File: src/design/qes_pkg.sv
// ----------------------------------------------------------------------------
// qes_pkg
// Shared widths, result kinds and sideband records for the quadratic solver.
// ----------------------------------------------------------------------------
package qes_pkg;

    localparam int COEF_W     = 32;
    localparam int TOL_W      = 16;
    localparam int COUNT_W    = 2;
    localparam int PROD_W     = 64;
    localparam int DM_W       = 66;
    localparam int SQ_CELLS   = DM_W / 2;
    localparam int SQ_ROOT_W  = 33;
    localparam int SQ_REM_W   = 35;
    localparam int NUM_W      = 34;
    localparam int DIV_D_W    = 33;

    localparam logic [COUNT_W-1:0] COUNT_NONE = 2'd0;
    localparam logic [COUNT_W-1:0] COUNT_ONE  = 2'd1;
    localparam logic [COUNT_W-1:0] COUNT_TWO  = 2'd2;
    localparam logic [COUNT_W-1:0] COUNT_INF  = 2'd3;

    typedef enum logic [2:0] {
        KIND_NONE,
        KIND_INF,
        KIND_LIN,
        KIND_ONE,
        KIND_TWO
    } kind_t;

    typedef struct packed {
        kind_t                     kind;
        logic                      a_neg;
        logic                      b_neg;
        logic                      b_nz;
        logic                      c_neg;
        logic                      c_nz;
        logic                      c_zero;
        logic signed [COEF_W-1:0]  b;
        logic [COEF_W-1:0]         ma;
        logic [COEF_W-1:0]         mb;
        logic [COEF_W-1:0]         mc;
    } sq_side_t;

    typedef struct packed {
        kind_t kind;
        logic  neg1;
        logic  neg2;
    } div_side_t;

endpackage

File: src/design/qes_sqrt_cell.sv
// ----------------------------------------------------------------------------
// qes_sqrt_cell
// One digit of a restoring square root: two radicand bits in, one root bit out.
// ----------------------------------------------------------------------------
module qes_sqrt_cell (
    input  logic                          clk,
    input  logic                          en,
    input  logic [qes_pkg::DM_W-1:0]      rad_in,
    input  logic [qes_pkg::SQ_REM_W-1:0]  rem_in,
    input  logic [qes_pkg::SQ_ROOT_W-1:0] root_in,
    output logic [qes_pkg::DM_W-1:0]      rad_out,
    output logic [qes_pkg::SQ_REM_W-1:0]  rem_out,
    output logic [qes_pkg::SQ_ROOT_W-1:0] root_out
);
    import qes_pkg::*;

    logic [SQ_REM_W+1:0]  rem_wide;
    logic [SQ_REM_W+1:0]  trial;
    logic [SQ_REM_W+1:0]  diff;
    logic                 take;
    logic [DM_W-1:0]      rad_next;
    logic [SQ_REM_W-1:0]  rem_next;
    logic [SQ_ROOT_W-1:0] root_next;
    logic [DM_W-1:0]      rad_reg;
    logic [SQ_REM_W-1:0]  rem_reg;
    logic [SQ_ROOT_W-1:0] root_reg;

    always_comb
    begin
        rem_wide  = {rem_in, rad_in[DM_W-1 -: 2]};
        trial     = {2'b00, root_in, 2'b01};
        diff      = rem_wide - trial;
        take      = (rem_wide >= trial);
        rem_next  = take ? diff[SQ_REM_W-1:0] : rem_wide[SQ_REM_W-1:0];
        root_next = {root_in[SQ_ROOT_W-2:0], take};
        rad_next  = {rad_in[DM_W-3:0], 2'b00};
    end

    always_ff @(posedge clk)
    begin
        if (en)
        begin
            rad_reg  <= rad_next;
            rem_reg  <= rem_next;
            root_reg <= root_next;
        end
    end

    assign rad_out  = rad_reg;
    assign rem_out  = rem_reg;
    assign root_out = root_reg;

endmodule

File: config.mk
export PLATFORM = sky130hd
export DESIGN_NAME = qes_sqrt_cell
export DESIGN_NICKNAME = d
export VERILOG_FILES = /design/src/design/qes_pkg.sv /design/src/design/qes_sqrt_cell.sv
export SDC_FILE = /design/constraint.sdc
export NUM_CORES = 1
export LEC_CHECK = 0
export BUFFER_PORTS_ARGS = -buffer_cell sky130_fd_sc_hd__buf_2
export CORE_UTILIZATION = 49
export DETAILED_ROUTE_END_ITERATION = 12
export PLACE_DENSITY = 0.86
export SLEW_MARGIN = 10
export SYNTH_ARGS = -nofsm -noshare
export SYNTH_HDL_FRONTEND = slang
export SYNTH_SLANG_ARGS = --single-unit
File: constraint.sdc
create_clock -name clk -period 4.4 [get_ports clk]
set_input_delay 0.88 -clock clk [delete_from_list [all_inputs] [get_ports clk]]
set_output_delay 0.88 -clock clk [all_outputs]
set_load 0.005 [all_outputs]
Yosys cells after proc, flatten, opt, wreduce, memory -nomap -nowiden. Cells that the tools add are included.

Bits in registers: 132. Bits in latches: 0. Bits in writable memories: 0. Memory bits (read-only): 0. Word-level logic and storage cells: 6. Memories: 0.

Add/subtract/negate cells: 1. $mul: 0. Div/mod/pow operators: 0. Magnitude comparators: 1. Equality and inequality tests: 0. Shift-type cells: 0. Mux-type cells: 1. Bitwise gates (word level): 0. Reduce and logical (&&, ||, !) cells: 0.

Operator list (number): $ge A37 B35 Y1 (1); $mux W35 (1); $sub A35 B35 Y35 (1).

Logic depth before layout (Yosys ltp).
Depth after elaboration: 2. Mapped depth: 13.

Least setup slack after synthesis. No wires, ideal clock.

Kind: input -> register. Start: in root_in[4] (netlist name). End: reg rem_reg[10], in the netlist rem_out[10] (data pin). Library setup time: 0.260 ns. Arrival time: 3.202 ns. Required time: 4.140 ns. Setup slack: 0.937 ns. Stages on the path: 12. Cells stage by stage: inv_1 ha_1 o21a_1 o211ai_2 a311oi_1 nor4_2 a2111oi_2 o21a_2 o211a_1 buf_6 buf_12 mux2_4.

Longest elaborated chain between the ends: 2. Elaborated cells on any way between the ends: 3. Classes of those cells: 1 x add/sub; 1 x order compare; 1 x mux.

Ends and longest elaborated chain: from (decl) (line qes_sqrt_cell.sv:10) `input logic [qes_pkg::SQ_ROOT_W-1:0] root_in,`; $sub A35 B35 Y35 or $ge A37 B35 Y1 (tied branches) (line qes_sqrt_cell.sv:32, qes_sqrt_cell.sv:33); $mux W35 (*) (line qes_sqrt_cell.sv:34) `rem_next = take ? diff[SQ_REM_W-1:0] : rem_wide[SQ_REM_W-1:0];`; named net rem_next[10] (line qes_sqrt_cell.sv:22) `logic [SQ_REM_W-1:0] rem_next;`; to (signal assigned) (line qes_sqrt_cell.sv:44) `rem_reg <= rem_next;`; to (decl) (line qes_sqrt_cell.sv:25) `logic [SQ_REM_W-1:0] rem_reg;`.

The timed path passes the listed nets; every way through them passes the cells marked *. A chain may end at the register's enable or synchronous reset.

Worst setup path in the final report.
Start: in root_in[4] (netlist name). End: reg rem_reg[21], in the netlist rem_out[21] (data pin).

The elaborated chain is that of the path after synthesis.

==> results.cfg <==
[logic_synthesis]
netlist_instances = 488
yosysMostFrequentCell = edfxtp_1
ys_seq_area_frac = 0.598
synth_common_cells = 132 x edfxtp_1, 41 x inv_1, 35 x ha_1
syn_avg_cell_area_um2 = 13.6
synth_edf_count = 132
synth_cell_types = 57
synth_area_mm2 = 0.00663
ys_warn_count = 0
async_flop_share = 0
synth_area_leaders = edfxtp_1 60%, ha_1 6.6%, mux2_4 5.7%
synth-seq-cells = 132
synth_largest_area_cell = edfxtp_1
synth_top_flop_cell = edfxtp_1
synth_top_area_share = 0.598

[power_and_ir_drop]
power.density_mw_per_mm2 = 420
ir_worst_vdd_v = 0.000225
p_sw_frac = 0.252
power_mw = 3.64
seqPwrFrac = 0.433
p_leak_nw = 4.00
internal-power_mw = 2.73
pwr-share-comb = 0.194
power_switching_mw = 0.917
clkPwrFrac = 0.373

[worst_setup_path]
cp.required_ns = 4.56
cp_slowest_cell = a2111oi_2
worstPathMaxFanout = 13
critPathArrivalTime_ns = 3.64
criticalPathCategory = in -> reg
cp-end-kind = flip-flop
path_cells = buf_2 > inv_1 > ha_1 > o21a_1 > o211ai_2 > a311oi_1 > nor4_2 > a2111oi_2 > o21a_2 > o211a_2 > buf_4 > mux2_4
startpoint_type = primary input
max_stage_delay_ns = 0.45

[layout]
fill_cells = 1014
final-seq-area_mm2 = 0.00396
drive_gt1_frac = 0.444
area_growth_pct = 30.9
stdcell_count = 951
fin_nets = 932
multi_input_area_mm2 = 0.00238

[timing]
rsz0062_at_grt = no
fin_crit_sh = 0.791
finalHoldViolCount = 0
slew_headroom = 0.406
slew_viol_final = 0
setup_viol = 0
min_period_ns = 3.48
worst_pin_slew_ns = 0.890
max_freq_mhz = 287
tns_ns = 0

[cts]
root_buffer = clkbuf_16
cts_resized = 0
h-tree-depth = 4
cts_made_buffers = 17
cts_hold_buf = 0
cts.clk_slew.worst_paths_ns = 0.06
cts.sinks = 132
cts_buffer_depth = 2
cts_tree = built
cts_setup_buffers = 0

[drt]
viasPerCell = 5.26
dr.pass1.iters = 5
ant_nets = 0
drt_wl_total_mm = 16.5
via_count = 5003
drtIter0Drc = 457
drc = 0
post_drt_wl_per_cell_um = 17.4

[die]
core_area_mm2 = 0.0132
fp.dieH_um = 118
die_w_um = 118
die-area_mm2 = 0.0140
placementRows = 42
io_pins = 270
start_util = 0.502

[worst_hold_path]
hold_path_class = in -> reg

[global_route]
grt_usage = 0.240
grt_antenna_before_repair = 2
grt_pass1_wl_mm = 25.6
grt_max_degree = 99
grt_remaining_overflow = 0
grt_pass1_vias = 4831

[placed_design]
place_hpwl_mm = 12.7
gp_congestion = 0.858
portBuffers = 267
dp_cells = 918

[run]
maxCapViolCount = 0

[status]
outcome = completed
-- cell type report --
class / instances / share of cell area
timing repair buffer: 271 / 0.160
clock buffer: 18 / 0.0495
clock inverter: 13 / 0.0154
multi-input combinational: 298 / 0.274
tap: 176 / 0.0254
antenna: 2 / 0.000577
sequential: 132 / 0.457
inverter: 41 / 0.0177
-- logic make-up (layout without fill, tap and decap cells) --
family,after synthesis,count (layout),synth area share
AO/OA/AOI/OAI,107,107,0.113
XOR/XNOR,33,33,0.0436
adder cells (fa/ha/maj),35,35,0.0661
buffers and inverters,59,343,0.0432
flip-flops,132,132,0.598
multiplexers,34,34,0.0714
other,1,4,0.000566
AND/OR/NAND/NOR,87,87,0.0640
-- cell usage in the layout, fill, tap and decap left out, drive strengths merged, types with 3 or more instances in the layout --
cell / Yosys / final
a21o: 26 / 26
a21oi: 30 / 30
a31o: 4 / 4
and3: 4 / 4
buf: 8 / 271
clkbuf: 10 / 18
clkinv: 0 / 4
clkinvlp: 0 / 5
edfxtp: 132 / 132
ha: 35 / 35
inv: 41 / 43
mux2: 31 / 31
mux2i: 3 / 3
nand2: 25 / 25
nand3: 9 / 9
nand4: 8 / 8
nor2: 22 / 22
nor2b: 4 / 4
nor4: 3 / 3
o211ai: 3 / 3
o21a: 4 / 4
o21ai: 13 / 13
o21bai: 3 / 3
o221ai: 4 / 4
xnor2: 19 / 19
xor2: 14 / 14
-- registers in the layout, summed over array words and instances, names as in the netlist --
signal	cells
rad_out	64
rem_out	35
root_out	33
-- path summary, 6_finish.rpt --
path | start | endpoint | slack (ns) | depth (start not counted)
worst max-delay path | root_in[4] | rem_out[21] | 0.92 | 12
worst min-delay path | rad_in[17] | rad_out[19] | 0.64 | 1
-- per-layer routing --
| layer | vias to the layer above | share of wire | track usage |
|---|---|---|---|
| met3 | 23 | 0.065 | 0.0671 |
| met5 | - | 0 | 0 |
| met4 | 0 | 0.018 | 0.0833 |
| met1 | 2386 | 0.38 | 0.277 |
| met2 | 225 | 0.53 | 0.427 |
| li1 | 2369 | - | - |
-- stage by stage --
step / area, um^2 / setup slack, ns / utilization / hold WS (ns)
floorplan: 6630 / 0.937 / - / 0.979
global placement: 8100 / 0.573 / 0.614 / 1.06
detailed placement: 8100 / 0.505 / 0.614 / 1.06
CTS: 8670 / 0.926 / 0.657 / 0.627
global route: 8670 / 0.815 / 0.657 / 0.620
finish: 8670 / 0.919 / 0.657 / 0.639
-- critical path: cells and delay by family --
| kind | cells | cell delay [ns] |
|---|---|---|
| simple gates | 1 | 0.13 |
| fa+ha+maj | 1 | 0.37 |
| compound gates | 6 | 1.52 |
| buf+inv | 3 | 0.40 |
| mux | 1 | 0.33 |
-- power groups by stage --
stage | logic, mW | registers [mW] | clock network [mW]
5_1_grt | 0.767 | 1.59 | 1.44
2_1_floorplan | 0.389 | 1.62 | 0
6_report | 0.708 | 1.58 | 1.36
4_1_cts | 0.708 | 1.58 | 1.38
3_5_place_dp | 0.703 | 1.60 | 0
3_3_place_gp | 0.683 | 1.60 | 0
No activity file was read; power rests on OpenSTA's default activity.
