### config.mk
export PLATFORM = sky130hd
export DESIGN_NAME = qes_div_cell
export DESIGN_NICKNAME = d
export VERILOG_FILES = /design/src/design/qes_pkg.sv /design/src/design/qes_div_cell.sv
export SDC_FILE = /design/constraint.sdc
export NUM_CORES = 1
export LEC_CHECK = 0
export ABC_AREA = 1
export BUFFER_PORTS_ARGS = -buffer_cell sky130_fd_sc_hd__buf_2
export CORE_AREA = 2 2 131 133
export CTS_BUF_LIST = sky130_fd_sc_hd__clkbuf_8
export DETAILED_ROUTE_END_ITERATION = 12
export DIE_AREA = 0 0 133 135
export PLACE_DENSITY = 0.92
export SLEW_MARGIN = 10
export SYNTH_ARGS = -nofsm -noshare
export SYNTH_HDL_FRONTEND = slang
export SYNTH_SLANG_ARGS = --single-unit
### constraint.sdc
create_clock -name clk -period 7.2 [get_ports clk]
set_clock_uncertainty 0.1 [all_clocks]
set_input_delay 2.16 -clock clk [delete_from_list [all_inputs] [get_ports clk]]
set_output_delay 2.16 -clock clk [all_outputs]
set_load 0.05 [all_outputs]
### src/design/qes_pkg.sv
// ----------------------------------------------------------------------------
// qes_pkg
// Shared widths, result kinds and sideband records for the quadratic solver.
// ----------------------------------------------------------------------------
package qes_pkg;

    localparam int COEF_W     = 32;
    localparam int TOL_W      = 16;
    localparam int COUNT_W    = 2;
    localparam int PROD_W     = 64;
    localparam int DM_W       = 66;
    localparam int SQ_CELLS   = DM_W / 2;
    localparam int SQ_ROOT_W  = 33;
    localparam int SQ_REM_W   = 35;
    localparam int NUM_W      = 34;
    localparam int DIV_D_W    = 33;

    localparam logic [COUNT_W-1:0] COUNT_NONE = 2'd0;
    localparam logic [COUNT_W-1:0] COUNT_ONE  = 2'd1;
    localparam logic [COUNT_W-1:0] COUNT_TWO  = 2'd2;
    localparam logic [COUNT_W-1:0] COUNT_INF  = 2'd3;

    typedef enum logic [2:0] {
        KIND_NONE,
        KIND_INF,
        KIND_LIN,
        KIND_ONE,
        KIND_TWO
    } kind_t;

    typedef struct packed {
        kind_t                     kind;
        logic                      a_neg;
        logic                      b_neg;
        logic                      b_nz;
        logic                      c_neg;
        logic                      c_nz;
        logic                      c_zero;
        logic signed [COEF_W-1:0]  b;
        logic [COEF_W-1:0]         ma;
        logic [COEF_W-1:0]         mb;
        logic [COEF_W-1:0]         mc;
    } sq_side_t;

    typedef struct packed {
        kind_t kind;
        logic  neg1;
        logic  neg2;
    } div_side_t;

endpackage

### src/design/qes_div_cell.sv
// ----------------------------------------------------------------------------
// qes_div_cell
// One step of a restoring divider: one numerator bit in, one quotient bit out.
// ----------------------------------------------------------------------------
module qes_div_cell #(
    parameter int NUM_BITS = 50
) (
    input  logic                        clk,
    input  logic                        en,
    input  logic [NUM_BITS-1:0]         num_in,
    input  logic [qes_pkg::DIV_D_W-1:0] rem_in,
    input  logic [NUM_BITS-1:0]         quo_in,
    input  logic [qes_pkg::DIV_D_W-1:0] den_in,
    output logic [NUM_BITS-1:0]         num_out,
    output logic [qes_pkg::DIV_D_W-1:0] rem_out,
    output logic [NUM_BITS-1:0]         quo_out,
    output logic [qes_pkg::DIV_D_W-1:0] den_out
);
    import qes_pkg::*;

    logic [DIV_D_W:0]   rem_wide;
    logic [DIV_D_W:0]   diff;
    logic               take;
    logic [NUM_BITS-1:0] num_next;
    logic [DIV_D_W-1:0] rem_next;
    logic [NUM_BITS-1:0] quo_next;
    logic [NUM_BITS-1:0] num_reg;
    logic [DIV_D_W-1:0] rem_reg;
    logic [NUM_BITS-1:0] quo_reg;
    logic [DIV_D_W-1:0] den_reg;

    always_comb
    begin
        rem_wide = {rem_in, num_in[NUM_BITS-1]};
        diff     = rem_wide - {1'b0, den_in};
        take     = (rem_wide >= {1'b0, den_in});
        rem_next = take ? diff[DIV_D_W-1:0] : rem_wide[DIV_D_W-1:0];
        quo_next = {quo_in[NUM_BITS-2:0], take};
        num_next = {num_in[NUM_BITS-2:0], 1'b0};
    end

    always_ff @(posedge clk)
    begin
        if (en)
        begin
            num_reg <= num_next;
            rem_reg <= rem_next;
            quo_reg <= quo_next;
            den_reg <= den_in;
        end
    end

    assign num_out = num_reg;
    assign rem_out = rem_reg;
    assign quo_out = quo_reg;
    assign den_out = den_reg;

endmodule

# [Word-level counts from Yosys, hierarchy flattened]
# Cells that the tools add are included.
# Widths: inputs -> output; s select.
[word_totals] out_inout_bits=166 wordCells=7 regBits=165
[classes] n_mux=1 order_cmp=1 addsub=1
[op_table] operator="$ge 34x33->1" n=1
[op_table] operator="$mux 33" n=1
[op_table] operator="$sub 33x33->33" n=1

# [Longest topological paths before layout]
[depth] ltp_word=2 ltp_mapped=15 depth_no_buf=15

# [Worst setup path before layout]
# OpenSTA, ideal clock, no wires.
[synth_timing] kind="input -> register" from="input num_in[49]" to="register rem_reg[25] (netlist: rem_out[25]), data pin" path_slack_ns=3.290 path_buffers=1 t_arrival_ns=3.558 path_stages=13 setup_ns=0.252 path_cell_list="inv_1 -> ha_1 -> inv_1 -> fa_1 -> nand3_1 -> nand3_2 -> nand2_1 -> nand2_2 -> nand2_4 -> nand2_8 -> buf_12 -> nand3_2 -> nand2_1"
[synth_via] elab_chain_cells=2 word_cells_on_any_way=3 classes_between="add/sub (1); order compare (1); mux (1)"
[synth_rtl] element="start, declared" line_no="qes_div_cell.sv:10" text="input logic [NUM_BITS-1:0] num_in,"
[synth_rtl] element="$sub 33x33->33 / $ge 34x33->1 (equally long branches)" line_no="qes_div_cell.sv:35, qes_div_cell.sv:36"
[synth_rtl] element="$mux 33 *" line_no="qes_div_cell.sv:37" text="rem_next = take ? diff[DIV_D_W-1:0] : rem_wide[DIV_D_W-1:0];"
[synth_rtl] element="net rem_next[25]" line_no="qes_div_cell.sv:25" text="logic [DIV_D_W-1:0] rem_next;"
[synth_rtl] element="end signal, assigned" line_no="qes_div_cell.sv:47" text="rem_reg <= rem_next;"
[synth_rtl] element="end, declared" line_no="qes_div_cell.sv:28" text="logic [DIV_D_W-1:0] rem_reg;"
# Mark *: on every way through the listed nets, which the timed path passes. The rest lies on a longest branch.
# A chain may end at the register's enable or synchronous reset.

# [Final worst setup path]
[layout_timing] from="input rem_in[14] in the netlist's numbering" to="register rem_reg[26] (netlist: rem_out[26]), data pin"
[layout_via] elab_chain_cells=2 word_cells_on_any_way=3 classes_between="add/sub (1); order compare (1); mux (1)"
[layout_rtl] element="start, declared" line_no="qes_div_cell.sv:11" text="input logic [qes_pkg::DIV_D_W-1:0] rem_in,"
[layout_rtl] element="$sub 33x33->33 / $ge 34x33->1 (equally long branches)" line_no="qes_div_cell.sv:35, qes_div_cell.sv:36"
[layout_rtl] element="$mux 33 *" line_no="qes_div_cell.sv:37"
[layout_rtl] element="net rem_next[26]" line_no="qes_div_cell.sv:25"
# Marked as above.

==> metrics.md <==
| Metric | Value |
|---|---|
| Non-Filler Instances | `1420` |
| WHS | `1.759 ns` |
| Netlist cell types | `31` |
| Xor-xnor portion of the synthesized cell area | `0.01481` |
| Die width | `133 µm` |
| Max Clock Freq | `223.7 MHz` |
| Clock Path Buffers | `2` |
| IO Count | `334` |
| Critical path class | `input pin to flop` |
| Setup Fix Bufs, Post-CTS | `0` |
| Area delta synth->final | `27.20%` |
| Hold Path Class | `input pin to flop` |
| Cell repeated most along the worst path | `nand2_1` |
| Hold Vio Cnt, Final | `0` |
| TritonRoute pass-1 iters | `5` |
| GR Util All Layers | `0.2523` |
| Mean post-synth cell area | `9.788 µm²` |
| Gate Count Post-Synth | `846` |
| Fin. max-slew vios | `0` |
| Hold Path Cell Cnt | `1` |
| TritonCTS clock tree | `built` |
| Hold_sp | `quo_in[36]` |
| DRC Markers | `0` |
| Final net count | `about 1400` |
| Status | `finished clean` |
| Mux cell area share after synthesis | `0` |
| Yosys warns | `0` |
| Final non-filler cell area | `0.01053 mm²` |
| Synth Area in Simple Gates | `0.2368` |
| CP Max Fanout | `35` |
| Wire per inst | `16.04 µm` |
| Pin count of the biggest net entering global routing | `between 100 and 150` |
| Buf/Inv on CP | `3` |
| Fin crit period | `~4.5 ns` |
| Largest family of logic cells by synthesized area | `simple AND/OR/NAND/NOR gates` |
| Inserted Clock Buffers | `17` |
| Post-CTS Hold Buffers | `0` |
| Compound-cell area share of the yosys netlist | `0.01511` |
| Hold path endpoint | `quo_out[37]$_DFFE_PP_` |
| H-tree depth | `4` |
| Placed cells | `1388` |
| Arr. time, crit path | `4.59 ns` |
| Site Rows | `47` |
| Via/cell ratio | `4.825` |
| Max_slew headroom | `0.3016` |
| Cell Area, Placed | `0.01015 mm²` |
| Final ANT Viol Nets | `0` |
| Seq/Total Area, Yosys | `0.5984` |
| Post-cts resize count | `0` |
| Leakage | `5.384 nW` |
| Vias in the first global route | `6525` |
| Die Y | `roughly 140 µm` |
| CORE AREA | `0.01641 mm²` |
| Final core utilization | `0.6420` |
| Register bit total from synthesis | `165` |
| DR vias | `6852` |
| Root buffer cell | `clkbuf_8` |
| Adder-cell area share of the yosys netlist | `0.05228` |
| WL final | `22780 µm` |
| Final Cycle Share | `0.6208` |
| Num Clock Sinks | `165` |
| Power density cells | `246.3 mW/mm²` |
| Initial core utilization | `0.5047` |
| Worst path max stage delay | `0.68 ns` |
| WP data required | `7.32 ns` |
| Die Area | `about 0.018 mm²` |
| Placer Congestion | `roughly 0.9` |
| CTS clk-pin slew, worst paths | `about 0.11 ns` |
| Mapped cell area | `0.008280 mm²` |
| CP cell instances | `buf_2 -> ha_1 -> nand2_1 -> inv_1 -> nand2_1 -> inv_1 -> nand2_1 -> nor2_1 -> nand2_1 -> nand2_2 -> nor2_4 -> nand2_8 -> nand3_2 -> nand2_1` |
| TNS Setup | `0 ns` |
| Starting DRT DRC Count | `500` |
| Setup crit end kind | `flop` |
| Initial antenna violation count | `0` |
| Hpwl dp | `about 18000 µm` |
| First-pass GRT wire length | `34290 µm` |
| VDD IR max | `131.9 µV` |
| Share of cells above drive strength 1 | `0.3350` |
| Final setup viols | `0` |
| Maximum Capacitance Violations | `0` |
| Worst-margin pin slew | `approximately 1.0 ns` |
| GR Overflow Total | `0` |
| Critical-path top delay cell | `nor2_4` |
| Synthesized Nets | `1048` |
| RSZ-0062 raised after global routing | `false` |
| CP startpoint kind | `input pin` |
| Critical path's top delay family | `simple AND/OR/NAND/NOR gates` |
| Count of input and output buffers | `331` |
| N_diodes | `0` |
## registers in the layout, summed over array words and instances (netlist names)
| signal | cells |
|---|---|
| num_out | 49 |
| quo_out | 50 |
| rem_out | 33 |
| den_out | 33 |
## placed cells by master (no fill, tap or decap), types with 2 or more instances in the layout
cell type	Yosys	final
a21o_1	2	2
nand3_1	54	54
ha_1	33	33
nand2_2	6	6
inv_8	0	5
clkinv_8	0	2
xor2_1	13	13
nor3_2	3	3
or2_2	2	2
inv_1	155	155
nand3b_1	10	10
edfxtp_1	165	165
and2_1	5	5
nor3_1	8	8
nand4_1	2	2
inv_2	5	5
nor2_1	35	35
nand2_1	289	289
a21oi_1	21	21
buf_2	6	330
inv_6	0	5
nor2_2	4	4
nand3_2	15	15
nor2_4	2	2
clkbuf_8	0	17
## synth_stat cells
| master | n | area, µm² |
|---|---|---|
| nor2_2 | 4 | 25.02 |
| inv_2 | 5 | 18.77 |
| xor2_1 | 13 | 113.9 |
| nand3_2 | 15 | 150.1 |
| edfxtp_1 | 165 | 4955 |
| a21oi_1 | 21 | 105.1 |
| nand2_8 | 1 | 20.02 |
| ha_1 | 33 | 412.9 |
| inv_1 | 155 | 581.8 |
| xnor2_1 | 1 | 8.760 |
| buf_4 | 1 | 7.510 |
| conb_1 | 1 | 3.750 |
| nor2_1 | 35 | 131.4 |
| buf_12 | 1 | 20.02 |
| nor3_1 | 8 | 40.04 |
| nand2_1 | 289 | 1085 |
| and2_1 | 5 | 31.28 |
| and3_1 | 1 | 6.260 |
| o21ai_0 | 1 | 5.000 |
| or2_2 | 2 | 12.51 |
| nand3b_1 | 10 | 75.07 |
| buf_6 | 2 | 22.52 |
| buf_2 | 6 | 30.03 |
| nand2_2 | 6 | 37.54 |
| a21o_1 | 2 | 15.01 |
| nand3_1 | 54 | 270.3 |
| nor3_2 | 3 | 30.03 |
| nand4_1 | 2 | 12.51 |
| fa_1 | 1 | 20.02 |
| nand2_4 | 1 | 11.26 |
| nor2_4 | 2 | 22.52 |
## through the flow
stage | setup WS, ns | power (mW)
final | 2.730 | 2.594
after global routing | 2.512 | 2.704
after CTS | 2.709 | 2.610
after detailed placement | 2.197 | 1.954
after global placement | 2.249 | 1.938
after floorplan | 3.290 | 1.742
## logic make-up after synthesis
kind of cell / Yosys count
buffers and inverters: 170
and+or+nand+nor: 438
other: 1
AOI/OAI and AO/OA: 24
DFF: 165
adders and majority gates: 34
xor gates and xnor gates: 14
## routing by layer
metal,wire (µm),track usage,vias to the layer above
li1,-,-,3401
met2,11690,0.4485,273
met4,477,0.08184,0
met5,0,0,-
met3,1473,0.05856,35
met1,9146,0.3049,3143
## where the power goes
group / internal (mW) / total, mW / switching [mW]
combinational: 0.181 / 0.749 / 0.568
sequential: 1.16 / 1.18 / 0.0219
clock: 0.260 / 0.661 / 0.401
total: 1.60 / 2.59 / 0.990
## how the worst max path moves through the flow
stage                                  endpoint  slack [ns]  depth (start not counted)        from
after CTS                 rem_out[26]$_DFFE_PP_        2.71                         14  rem_in[14]
after global placement    rem_out[26]$_DFFE_PP_        2.25                         14  rem_in[14]
after floorplan           rem_out[25]$_DFFE_PP_        3.29                         13  num_in[49]
final                     rem_out[26]$_DFFE_PP_        2.73                         14  rem_in[14]
after global routing      rem_out[26]$_DFFE_PP_        2.51                         15  den_in[15]
after detailed placement  rem_out[26]$_DFFE_PP_        2.20                         14  rem_in[14]
## area by class of cell
| class | count | area, µm² |
|---|---|---|
| sequential | 165 | 4955 |
| inverter | 160 | 600.6 |
| tap | 220 | 275.3 |
| fill | 1338 | 5874 |
| clock inverter | 15 | 152.6 |
| timing repair buffer | 332 | 1670 |
| clock buffer | 17 | 234.0 |
| multi-input combinational | 511 | 2645 |
(Power assumes the default switching activity.)
